File: src/hdl/datediff_pkg.sv
// ----------------------------------------------------------------------------
// datediff_pkg
// Widths, constants and calendar tables for the date difference unit.
// ----------------------------------------------------------------------------
package datediff_pkg;

  localparam int DAY_W   = 5;
  localparam int MONTH_W = 4;
  localparam int YEAR_W  = 14;
  localparam int COUNT_W = 22;
  localparam int DOY_W   = 9;
  localparam int SPAN_W  = 24;
  localparam int SUM_W   = SPAN_W + 1;

  // shared multiplier: a 14-bit year times a 13-bit constant
  localparam int MULK_W = 13;
  localparam int MUL_W  = YEAR_W + MULK_W;

  // divide by 100 as a multiply by 2^19/100 rounded up, exact for 14-bit years
  localparam int REM_W       = 7;
  localparam int QUO_W       = 8;
  localparam int RECIP_SHIFT = 19;
  localparam logic [MULK_W-1:0] RECIP_CENTURY = 13'd5243;
  localparam logic [REM_W-1:0]  CENTURY       = 7'd100;
  localparam logic [REM_W-1:0]  CENTURY_LAST  = 7'd99;

  localparam logic [DOY_W-1:0] COMMON_YEAR_DAYS = 9'd365;
  localparam logic [DOY_W-1:0] LEAP_YEAR_DAYS   = 9'd366;
  localparam logic [COUNT_W-1:0] DAY_COUNT_MAX  = 22'd4194303;
  localparam logic [MULK_W-1:0] DAYS_PER_YEAR_MUL = 13'd365;

  localparam logic [MONTH_W-1:0] MONTH_JAN = 4'd1;
  localparam logic [MONTH_W-1:0] MONTH_DEC = 4'd12;

  // days before the first of a month, month index 0 is january
  function automatic logic [DOY_W-1:0] days_before(input logic [MONTH_W-1:0] mi,
                                                   input logic leap);
    logic [DOY_W-1:0] base;
    logic [DOY_W-1:0] adj;
    begin
      unique case (mi)
        4'd0:    base = 9'd0;
        4'd1:    base = 9'd31;
        4'd2:    base = 9'd59;
        4'd3:    base = 9'd90;
        4'd4:    base = 9'd120;
        4'd5:    base = 9'd151;
        4'd6:    base = 9'd181;
        4'd7:    base = 9'd212;
        4'd8:    base = 9'd243;
        4'd9:    base = 9'd273;
        4'd10:   base = 9'd304;
        default: base = 9'd334;
      endcase
      adj = (leap && (mi >= 4'd2)) ? 9'd1 : 9'd0;
      days_before = base + adj;
    end
  endfunction

  // 1-based day of year, month clamped to january..december
  function automatic logic [DOY_W-1:0] day_of_year(input logic [DAY_W-1:0] d,
                                                   input logic [MONTH_W-1:0] m,
                                                   input logic leap);
    logic [MONTH_W-1:0] mc;
    begin
      if (m < MONTH_JAN) mc = MONTH_JAN;
      else if (m > MONTH_DEC) mc = MONTH_DEC;
      else mc = m;
      day_of_year = days_before(mc - MONTH_JAN, leap) + DOY_W'(d);
    end
  endfunction

endpackage

File: src/hdl/date_difference_days_unit.sv
// ----------------------------------------------------------------------------
// date_difference_days_unit
// Absolute number of days between two Gregorian dates.
// ----------------------------------------------------------------------------
// One input beat gives one result beat. The two dates are ordered, then one
// shared multiplier is used in turn: two divide-by-100 passes through a
// reciprocal product, first on the earlier year, then on the year before the
// later one, each pass forming the quotient first and then the remainder;
// the quotients and remainders give the leap flags and the century terms.
// The same multiplier then forms 365 times the year gap in S_CALC, S_SPAN
// adds the leap days and S_SUM forms the sum and loads it into the output
// register. The input is ready again once the result sits in the output
// register, so the unit takes no new item while one is still in progress;
// a new item is accepted while a finished result still waits in the output
// register and then holds in its last step until that register is free.
// Years 0..16383, month 0 reads as january and above 12 as december, days are
// used as given; the count saturates at the top of the 22-bit field.
module date_difference_days_unit import datediff_pkg::*; (
  input  logic               clk,
  input  logic               rst,
  input  logic               in_valid,
  output logic               in_ready,
  input  logic [DAY_W-1:0]   day_a,
  input  logic [MONTH_W-1:0] month_a,
  input  logic [YEAR_W-1:0]  year_a,
  input  logic [DAY_W-1:0]   day_b,
  input  logic [MONTH_W-1:0] month_b,
  input  logic [YEAR_W-1:0]  year_b,
  output logic               out_valid,
  input  logic               out_ready,
  output logic [COUNT_W-1:0] day_count
);

  localparam logic [2:0] S_IDLE = 3'd0;
  localparam logic [2:0] S_DIV1 = 3'd1;
  localparam logic [2:0] S_DIV2 = 3'd2;
  localparam logic [2:0] S_CALC = 3'd3;
  localparam logic [2:0] S_SPAN = 3'd4;
  localparam logic [2:0] S_SUM  = 3'd5;

  logic [2:0] state;
  logic       phase;

  // ordered dates
  logic [DAY_W-1:0]   d1, d2;
  logic [MONTH_W-1:0] m1, m2;
  logic [YEAR_W-1:0]  y1, y2;

  // shared multiplier and the divide by 100 built on it
  logic [YEAR_W-1:0] dq;
  logic [MULK_W-1:0] mul_k;
  logic [MUL_W-1:0]  prod;
  logic [QUO_W-1:0]  quo, quo_next;
  logic [REM_W-1:0]  rem, rem_next;

  logic [QUO_W-1:0] q1;
  logic [REM_W-1:0] r1;

  // calc results
  logic [SPAN_W-1:0] span;
  logic [DOY_W-1:0]  doy1, doy2, len1;
  logic              same_year;

  logic in_fire, swap, out_load;
  logic [YEAR_W+MONTH_W+DAY_W-1:0] key1, key2;

  assign in_ready = (state == S_IDLE);
  assign in_fire  = in_valid && in_ready;
  assign key1 = {year_a, month_a, day_a};
  assign key2 = {year_b, month_b, day_b};
  assign swap = key2 < key1;

  always_comb begin
    mul_k    = (state == S_CALC) ? DAYS_PER_YEAR_MUL : RECIP_CENTURY;
    prod     = MUL_W'(dq) * MUL_W'(mul_k);
    quo_next = prod[RECIP_SHIFT +: QUO_W];
    rem_next = REM_W'(dq - YEAR_W'(quo) * YEAR_W'(CENTURY));
  end

  // calc stage terms
  logic [YEAR_W-1:0] ym;
  logic              leap1, leap2;
  logic [SPAN_W-1:0] span_next;

  always_comb begin
    ym    = y2 - YEAR_W'(1);
    leap1 = (r1 == '0) ? (q1[1:0] == 2'd0) : (y1[1:0] == 2'd0);
    // later year from the year before it: a carry into the next century
    leap2 = (rem == CENTURY_LAST) ? (quo[1:0] == 2'd3) : (y2[1:0] == 2'd0);
    // leap days of the full years between
    span_next = span
              + SPAN_W'(ym >> 2) - SPAN_W'(y1 >> 2)
              + SPAN_W'(q1) - SPAN_W'(quo)
              + SPAN_W'(quo >> 2) - SPAN_W'(q1 >> 2);
  end

  // final sum
  logic [SUM_W-1:0]   total;
  logic [COUNT_W-1:0] count_next;

  always_comb begin
    total = SUM_W'(len1) - SUM_W'(doy1) + SUM_W'(doy2) + SUM_W'(span);
    if (same_year) begin
      count_next = (doy2 >= doy1) ? COUNT_W'(doy2 - doy1) : COUNT_W'(doy1 - doy2);
    end else if (total[SUM_W-1] || (total[SUM_W-2:COUNT_W] != '0)) begin
      count_next = DAY_COUNT_MAX;
    end else begin
      count_next = total[COUNT_W-1:0];
    end
  end

  assign out_load = (state == S_SUM) && (!out_valid || out_ready);

  always_ff @(posedge clk) begin
    if (rst) begin
      state     <= S_IDLE;
      phase     <= 1'b0;
      out_valid <= 1'b0;
    end else begin
      unique case (state)
        S_IDLE: begin
          if (in_fire) begin
            state <= S_DIV1;
            phase <= 1'b0;
          end
        end
        S_DIV1: begin
          phase <= !phase;
          if (phase) state <= S_DIV2;
        end
        S_DIV2: begin
          phase <= !phase;
          if (phase) state <= S_CALC;
        end
        S_CALC: state <= S_SPAN;
        S_SPAN: state <= S_SUM;
        S_SUM: begin
          if (out_load) state <= S_IDLE;
        end
        default: state <= S_IDLE;
      endcase
      if (out_load) out_valid <= 1'b1;
      else if (out_ready) out_valid <= 1'b0;
    end
  end

  // datapath
  always_ff @(posedge clk) begin
    if (in_fire) begin
      if (swap) begin
        d1 <= day_b;  m1 <= month_b; y1 <= year_b;
        d2 <= day_a;  m2 <= month_a; y2 <= year_a;
        dq <= year_b;
      end else begin
        d1 <= day_a;  m1 <= month_a; y1 <= year_a;
        d2 <= day_b;  m2 <= month_b; y2 <= year_b;
        dq <= year_a;
      end
    end else if (state == S_DIV1) begin
      if (!phase) begin
        quo <= quo_next;
      end else begin
        q1 <= quo;
        r1 <= rem_next;
        dq <= ym;
      end
    end else if (state == S_DIV2) begin
      if (!phase) begin
        quo <= quo_next;
      end else begin
        rem <= rem_next;
        // year gap for the 365-day product
        dq  <= ym - y1;
      end
    end
    if (state == S_CALC) begin
      span      <= prod[SPAN_W-1:0];
      doy1      <= day_of_year(d1, m1, leap1);
      doy2      <= day_of_year(d2, m2, leap2);
      len1      <= leap1 ? LEAP_YEAR_DAYS : COMMON_YEAR_DAYS;
      same_year <= (y1 == y2);
    end else if (state == S_SPAN) begin
      span <= span_next;
    end
    if (out_load) day_count <= count_next;
  end

  a_busy_after_accept: assert property (@(posedge clk) disable iff (rst)
    in_valid && in_ready |=> !in_ready)
    else $error("input taken while busy");

  a_rem_below_century: assert property (@(posedge clk) disable iff (rst)
    (state == S_CALC) |-> ((rem < CENTURY) && (r1 < CENTURY)))
    else $error("divider remainder out of range");

  a_count_in_range: assert property (@(posedge clk) disable iff (rst)
    out_valid |-> (day_count <= DAY_COUNT_MAX))
    else $error("day count out of range");

  a_load_only_when_free: assert property (@(posedge clk) disable iff (rst)
    (state == S_SUM) && out_valid && !out_ready |=> (state == S_SUM))
    else $error("result dropped while output full");

endmodule

File: config.mk
export PLATFORM = sky130hd
export DESIGN_NAME = date_difference_days_unit
export DESIGN_NICKNAME = d
export VERILOG_FILES = /design/src/hdl/datediff_pkg.sv /design/src/hdl/date_difference_days_unit.sv
export SDC_FILE = /design/constraint.sdc
export NUM_CORES = 1
export LEC_CHECK = 0
export BUFFER_PORTS_ARGS = -buffer_cell sky130_fd_sc_hd__buf_2
export CAP_MARGIN = 10
export CORE_AREA = 2 2 321 164
export DETAILED_ROUTE_END_ITERATION = 10
export DIE_AREA = 0 0 323 166
export SKIP_LAST_GASP = 1
export SYNTH_ARGS = -nofsm -noshare
export SYNTH_HDL_FRONTEND = slang
export SYNTH_SLANG_ARGS = --single-unit
export TNS_END_PERCENT = 50
File: constraint.sdc
create_clock -name clk -period 20.4 [get_ports clk]
set_input_delay 3.06 -clock clk [delete_from_list [all_inputs] [get_ports clk]]
set_output_delay 3.06 -clock clk [all_outputs]
set_load 0.05 [all_outputs]
Yosys cells after proc, flatten, opt, wreduce, memory -nomap -nowiden
Memory sizes are Yosys's and may differ from the RTL's.
Index checks and enable logic that the tools add are counted.
- flip-flop bits (word level): 169
- bits in latches: 0
- memory bits (writable): 0
- ROM bits: 288
- output and inout port bits: 24
- logic and storage cells: 136
- memories: 2
- $add $sub $neg: 20
- multiply operators: 2
- divide/modulo/power cells: 0
- $lt $le $gt $ge: 8
- equality and inequality tests: 14
- shift operators: 0
- multiplexer cells: 42
- bitwise logic cells: 2
- reduce and logical (&&, ||, !) cells: 26
- memories (memory ; depth ; bits a word ; rd ports ; clocked after memory_dff ; wr ports ; line ; RTL):
    (name not given) ; 16 ; 9 ; 1 ; 0 ; 0 ; datediff_pkg.sv:41 ; unique case (mi)
    (name not given) ; 16 ; 9 ; 1 ; 0 ; 0 ; datediff_pkg.sv:41 ;
- operators by type and width (kind ; number):
    two-way mux 14 bit ; 7
    two-way mux 22 bit ; 3
    two-way mux 24 bit ; 2
    two-way mux 4 bit ; 8
    subtractor 9 x 9 -> 10 bit ; 3
    multiplier 14 x 13 -> 27 bit ; 1
    adder 25 x 24 -> 25 bit ; 1
    adder 24 x 12 -> 24 bit ; 1
    adder 24 x 6 -> 24 bit ; 1
    adder 24 x 8 -> 24 bit ; 1
    two-way mux 8 bit ; 3
    subtractor 24 x 12 -> 24 bit ; 1
    subtractor 24 x 6 -> 24 bit ; 1
    subtractor 24 x 8 -> 24 bit ; 1
    less-than comparator 23 bit ; 1
    adder 9 x 1 -> 9 bit ; 2
    adder 9 x 5 -> 9 bit ; 2
    two-way mux 9 bit ; 2
    one-hot mux 3 bit (6 select lines) ; 1
    equality test 14 bit ; 1
    subtractor 14 x 1 -> 14 bit, second input constant ; 1
    subtractor 14 bit ; 1
    two-way mux 13 bit ; 1
    two-way mux 3 bit ; 4
    33 further kinds ; 64

Longest topological paths before layout
- depth after elaboration: 10
- mapped depth: 26

Worst setup path after synthesis
Ideal clock, no wire load.
- path type: reg-to-reg
- from: register state[1]
- to: register quo[7], data pin
- setup time: 0.260 ns
- data arrival time: 6.560 ns
- slack: 13.580 ns
- stages on the path, launching flop included: 26
- buffers on the path: 3
- period minus slack after synthesis: 6.820 ns
- cell sequence: dfxtp_1 > clkbuf_1 > nand3_1 > inv_1 > clkbuf_1 > buf_1 > nor2_1 > fa_1 > inv_1 > fa_1 > inv_1 > ha_1 > ha_1 > inv_1 > fa_1 > inv_1 > fa_1 > a21o_1 > a21oi_1 > nor2b_1 > o41ai_2 > o31a_1 > o21ai_1 > a211o_1 > a21oi_1 > xnor2_1
- longest elaborated chain between the ends: 6
- elaborated cells on any way between the ends: 7
- those cells by class: 1 x mul; 2 x eq/ne; 4 x mux
- RTL lines (element ; line ; RTL):
    from (decl) ; date_difference_days_unit.sv:41 ; logic [2:0] state;
    from (signal assigned) ; date_difference_days_unit.sv:116 ; state <= S_IDLE;
    from (signal assigned) ; date_difference_days_unit.sv:123 ; state <= S_DIV1;
    from (signal assigned) ; date_difference_days_unit.sv:129 ; if (phase) state <= S_DIV2;
    equality test 3 x 2 -> 1 bit (*) ; date_difference_days_unit.sv:74 ; mul_k = (state == S_CALC) ? DAYS_PER_YEAR_MUL : RECIP_CENTURY;
    two-way mux 13 bit (*) ; date_difference_days_unit.sv:74 ;
    multiplier 14 x 13 -> 27 bit (*) ; date_difference_days_unit.sv:75 ; prod = MUL_W'(dq) * MUL_W'(mul_k);
    via prod[26] ; date_difference_days_unit.sv:52 ; logic [MUL_W-1:0] prod;
    two-way mux 8 bit (*) ; date_difference_days_unit.sv:160, date_difference_days_unit.sv:168 ;
    two-way mux 8 bit ; date_difference_days_unit.sv:167 ; end else if (state == S_DIV2) begin
    two-way mux 8 bit (*) ; date_difference_days_unit.sv:159 ; end else if (state == S_DIV1) begin
    to (signal assigned) ; date_difference_days_unit.sv:161 ; quo <= quo_next;
    to (signal assigned) ; date_difference_days_unit.sv:169 ; quo <= quo_next;
    to (decl) ; date_difference_days_unit.sv:53 ; logic [QUO_W-1:0] quo, quo_next;
The timed path passes the listed nets; every way through them passes the cells marked *. The select of a mux whose other input is x is not followed.
A chain may end at the register's enable or synchronous reset.

Worst setup path in the final report
- from: register state[2]
- to: register quo[6], data pin
The elaborated chain is that of the path after synthesis.

==> impl_metrics.csv <==
group,metric,value,unit
sta,rsz0062_at_grt,"false",
floorplanning,ios,74,
min_path,hold_depth,0,
final_layout,drive_gt1_frac,0.07755,
setup_path,reg2reg_slack,13.49,ns
drt,first_pass_iters,5,
setup_path,critPathMaxStageDelay,0.55,ns
drt,drt-initial-drc-count,1302,
clock_network,ctsResizeCount,0,
global_route,grt_overflow_total,0,
drt,ant_nets,0,
synthesis,ys.flop_type,"edfxtp_1",
global_route,grt_pass1_wl,81.78,mm
synthesis,syn_avg_cell_area,9.842,µm²
sta,fin_crit_sh,0.3388,
clock_network,clockRootBuffer,"clkbuf_16",
min_path,min-delay-start,"quo[2]",
final_layout,layout_commonest_cell,"inv_1",
clock_network,clock_sinks,162,
sta,fin_setup_tns,0,ns
sta,hold_violations,0,
clock_network,cts_setup_buffers,0,
min_path,hold_end,"q1[2]",
setup_path,worst-setup-path-type,"reg -> reg",
min_path,min_path_type,"reg -> reg",
clock_network,cts_tree,"built",
setup_path,crit_path_end_kind,"flip-flop",
synthesis,ys.warnings.count,0,
status,status,"completed",
drt,wl_met2,17.80,mm
global_route,antenna_found_initial,0,
final_layout,n_antenna_cell,0,
drt,routed-wl-met3,5.471,mm
synthesis,async_flop_share,0,
sta,fmax,0.1447,GHz
sta,finalMaxSlewViolations,0,
flow_run,drv_cap,0,
setup_path,reg2reg_from,"state[2]",
setup_path,crit_slowest_cell,"fa_1",
clock_network,numCtsBuffers,25,
floorplanning,core,0.05108,mm²
clock_network,clkTransAtPathRegs,0.06,ns
setup_path,worstPathMaxFanout,49,
drt,drc_errors,0,
synthesis,synth_top_cell_by_area,"edfxtp_1",
sta,clock_skew,0.01791,ns
sta,setup_viol,0,
synthesis,ys_top_cells_by_area,"edfxtp_1, ha_1, fa_1, inv_1, xnor2_1",
drt,drt_wl_total,53.13,mm
sta,tightest_slew,1.151,ns
global_route,grt_pass1_vias,13690,
placed_design,gp_congestion,0.8889,
synthesis,synth_cell_type_count,87,
floorplanning,die_h,166,µm
floorplanning,chipWidth,323,µm
sta,layout_min_cycle_time,6.912,ns
clock_network,postCtsHoldBufs,0,
sta,max_slew_margin,0.2285,
setup_path,r2r_cells,25,
global_route,grt_max_degree,60,
final_layout,area_growth,9.862,%
floorplanning,die_area,0.05362,mm²
synthesis,synth_area,0.01865,mm²
setup_path,worstPathArrival,7.16,ns
synthesis,synth_seq_area_share,0.2582,
placed_design,dp_hpwl,44.88,mm
synthesis,synth_top_area_share,0.2528,
synthesis,synth-edff-count,157,
setup_path,r2r-end,"quo[6]",
setup_path,cp_common_cell,"inv_1",
synthesis,synth_seq_cells,162,
drt,highest_layer,"met4",
synthesis,syn_inst,1895,
clock_network,cts_buffer_depth,3,
drt,wl_met1,29.49,mm
final_layout,layout_common_cells,"inv_1, ha_1, edfxtp_1",
setup_path,required,20.64,ns
placed_design,io_buffers,73,
floorplanning,initial_core_util,0.3651,
drt,wire_per_inst,19.87,µm
floorplanning,rows,59,
global_route,grt_usage,0.2016,
clock_network,ctsHtreeMaxLevel,4,
drt,vias,13910,
clock_network,clk_latency,0.51,ns
drt,vias_per_cell,5.203,
final_layout,nets,2424,
setup_path,cp-start-kind,"flip-flop",
-- worst max-delay path, delay by kind of cell (launching register included) --
family / cells / cell delay, ns
buf+inv: 8 / 1.34
compound gates: 4 / 0.72
xor+xnor: 1 / 0.13
flops: 1 / 0.54
simple gates: 6 / 1.17
fa+ha+maj: 6 / 2.69
-- cell families after synthesis --
family	Yosys count	synth area share
compound gates	417	0.1475
buf+inv	387	0.08017
xor+xnor	137	0.06615
fa+ha+maj	407	0.3302
mux	57	0.03354
simple gates	327	0.08413
other cells	1	0.0002011
flops	162	0.2582
-- cell usage after synthesis (22+ instances only) --
library cell / n
nand2_1: 110
o21ai_0: 40
xnor2_1: 83
xor2_1: 51
nor2_1: 80
nor3_1: 22
clkbuf_1: 25
a21o_1: 56
o21ai_1: 42
mux2_1: 31
edfxtp_1: 157
o21a_1: 34
ha_1: 265
fa_1: 142
inv_1: 344
a21oi_1: 120
-- worst max path at each step --
stage / from / to / slack [ns] / depth (start not counted)
finish: state[2] / quo[6] / 13.49 / 25
CTS: state[2] / quo[6] / 13.59 / 25
global placement: state[2] / quo[6] / 13.83 / 25
detailed placement: state[2] / quo[6] / 13.60 / 25
floorplan: state[1] / quo[7] / 13.58 / 25
global route: state[2] / span[23] / 13.04 / 25
-- state kept, by name, summed over array words and instances (netlist names), 7 cells and up --
signal     cells
span          24
day_count     22
dq            14
y1            14
y2            14
doy1           9
doy2           9
q1             8
quo            8
r1             7
rem            7
-- area by class of cell --
class                           count  area (µm²)
Multi-Input combinational cell   1348       12370
Tap cell                          701       877.1
Timing Repair Buffer               83       440.4
Inverter                          347        1303
Sequential cell                   162        4815
Clock buffer                       26       629.4
Fill cell                        5019       30590
Clock inverter                      7       58.81
-- per-layer routing --
layer,global-route usage,up-vias
li1,-,6632
met1,0.3458,6742
met2,0.2322,504
met3,0.06915,34
met4,0.02447,0
met5,0,-
-- stage by stage --
step	area [µm²]	worst slack, ns	instances	utilization	hold slack, ns
after floorplan	18660	13.58	1897	-	0.4264
after global placement	19800	13.83	2641	0.3876	0.5685
after detailed placement	19800	13.60	2641	0.3876	0.5372
after CTS	20490	13.59	2674	0.4011	0.5745
after global routing	20490	13.04	2674	0.4011	0.5989
final	20490	13.49	2674	0.4011	0.5846
Power is not shown: default switching activity piles up to over one toggle a cycle in this logic, so the estimate is an artifact.
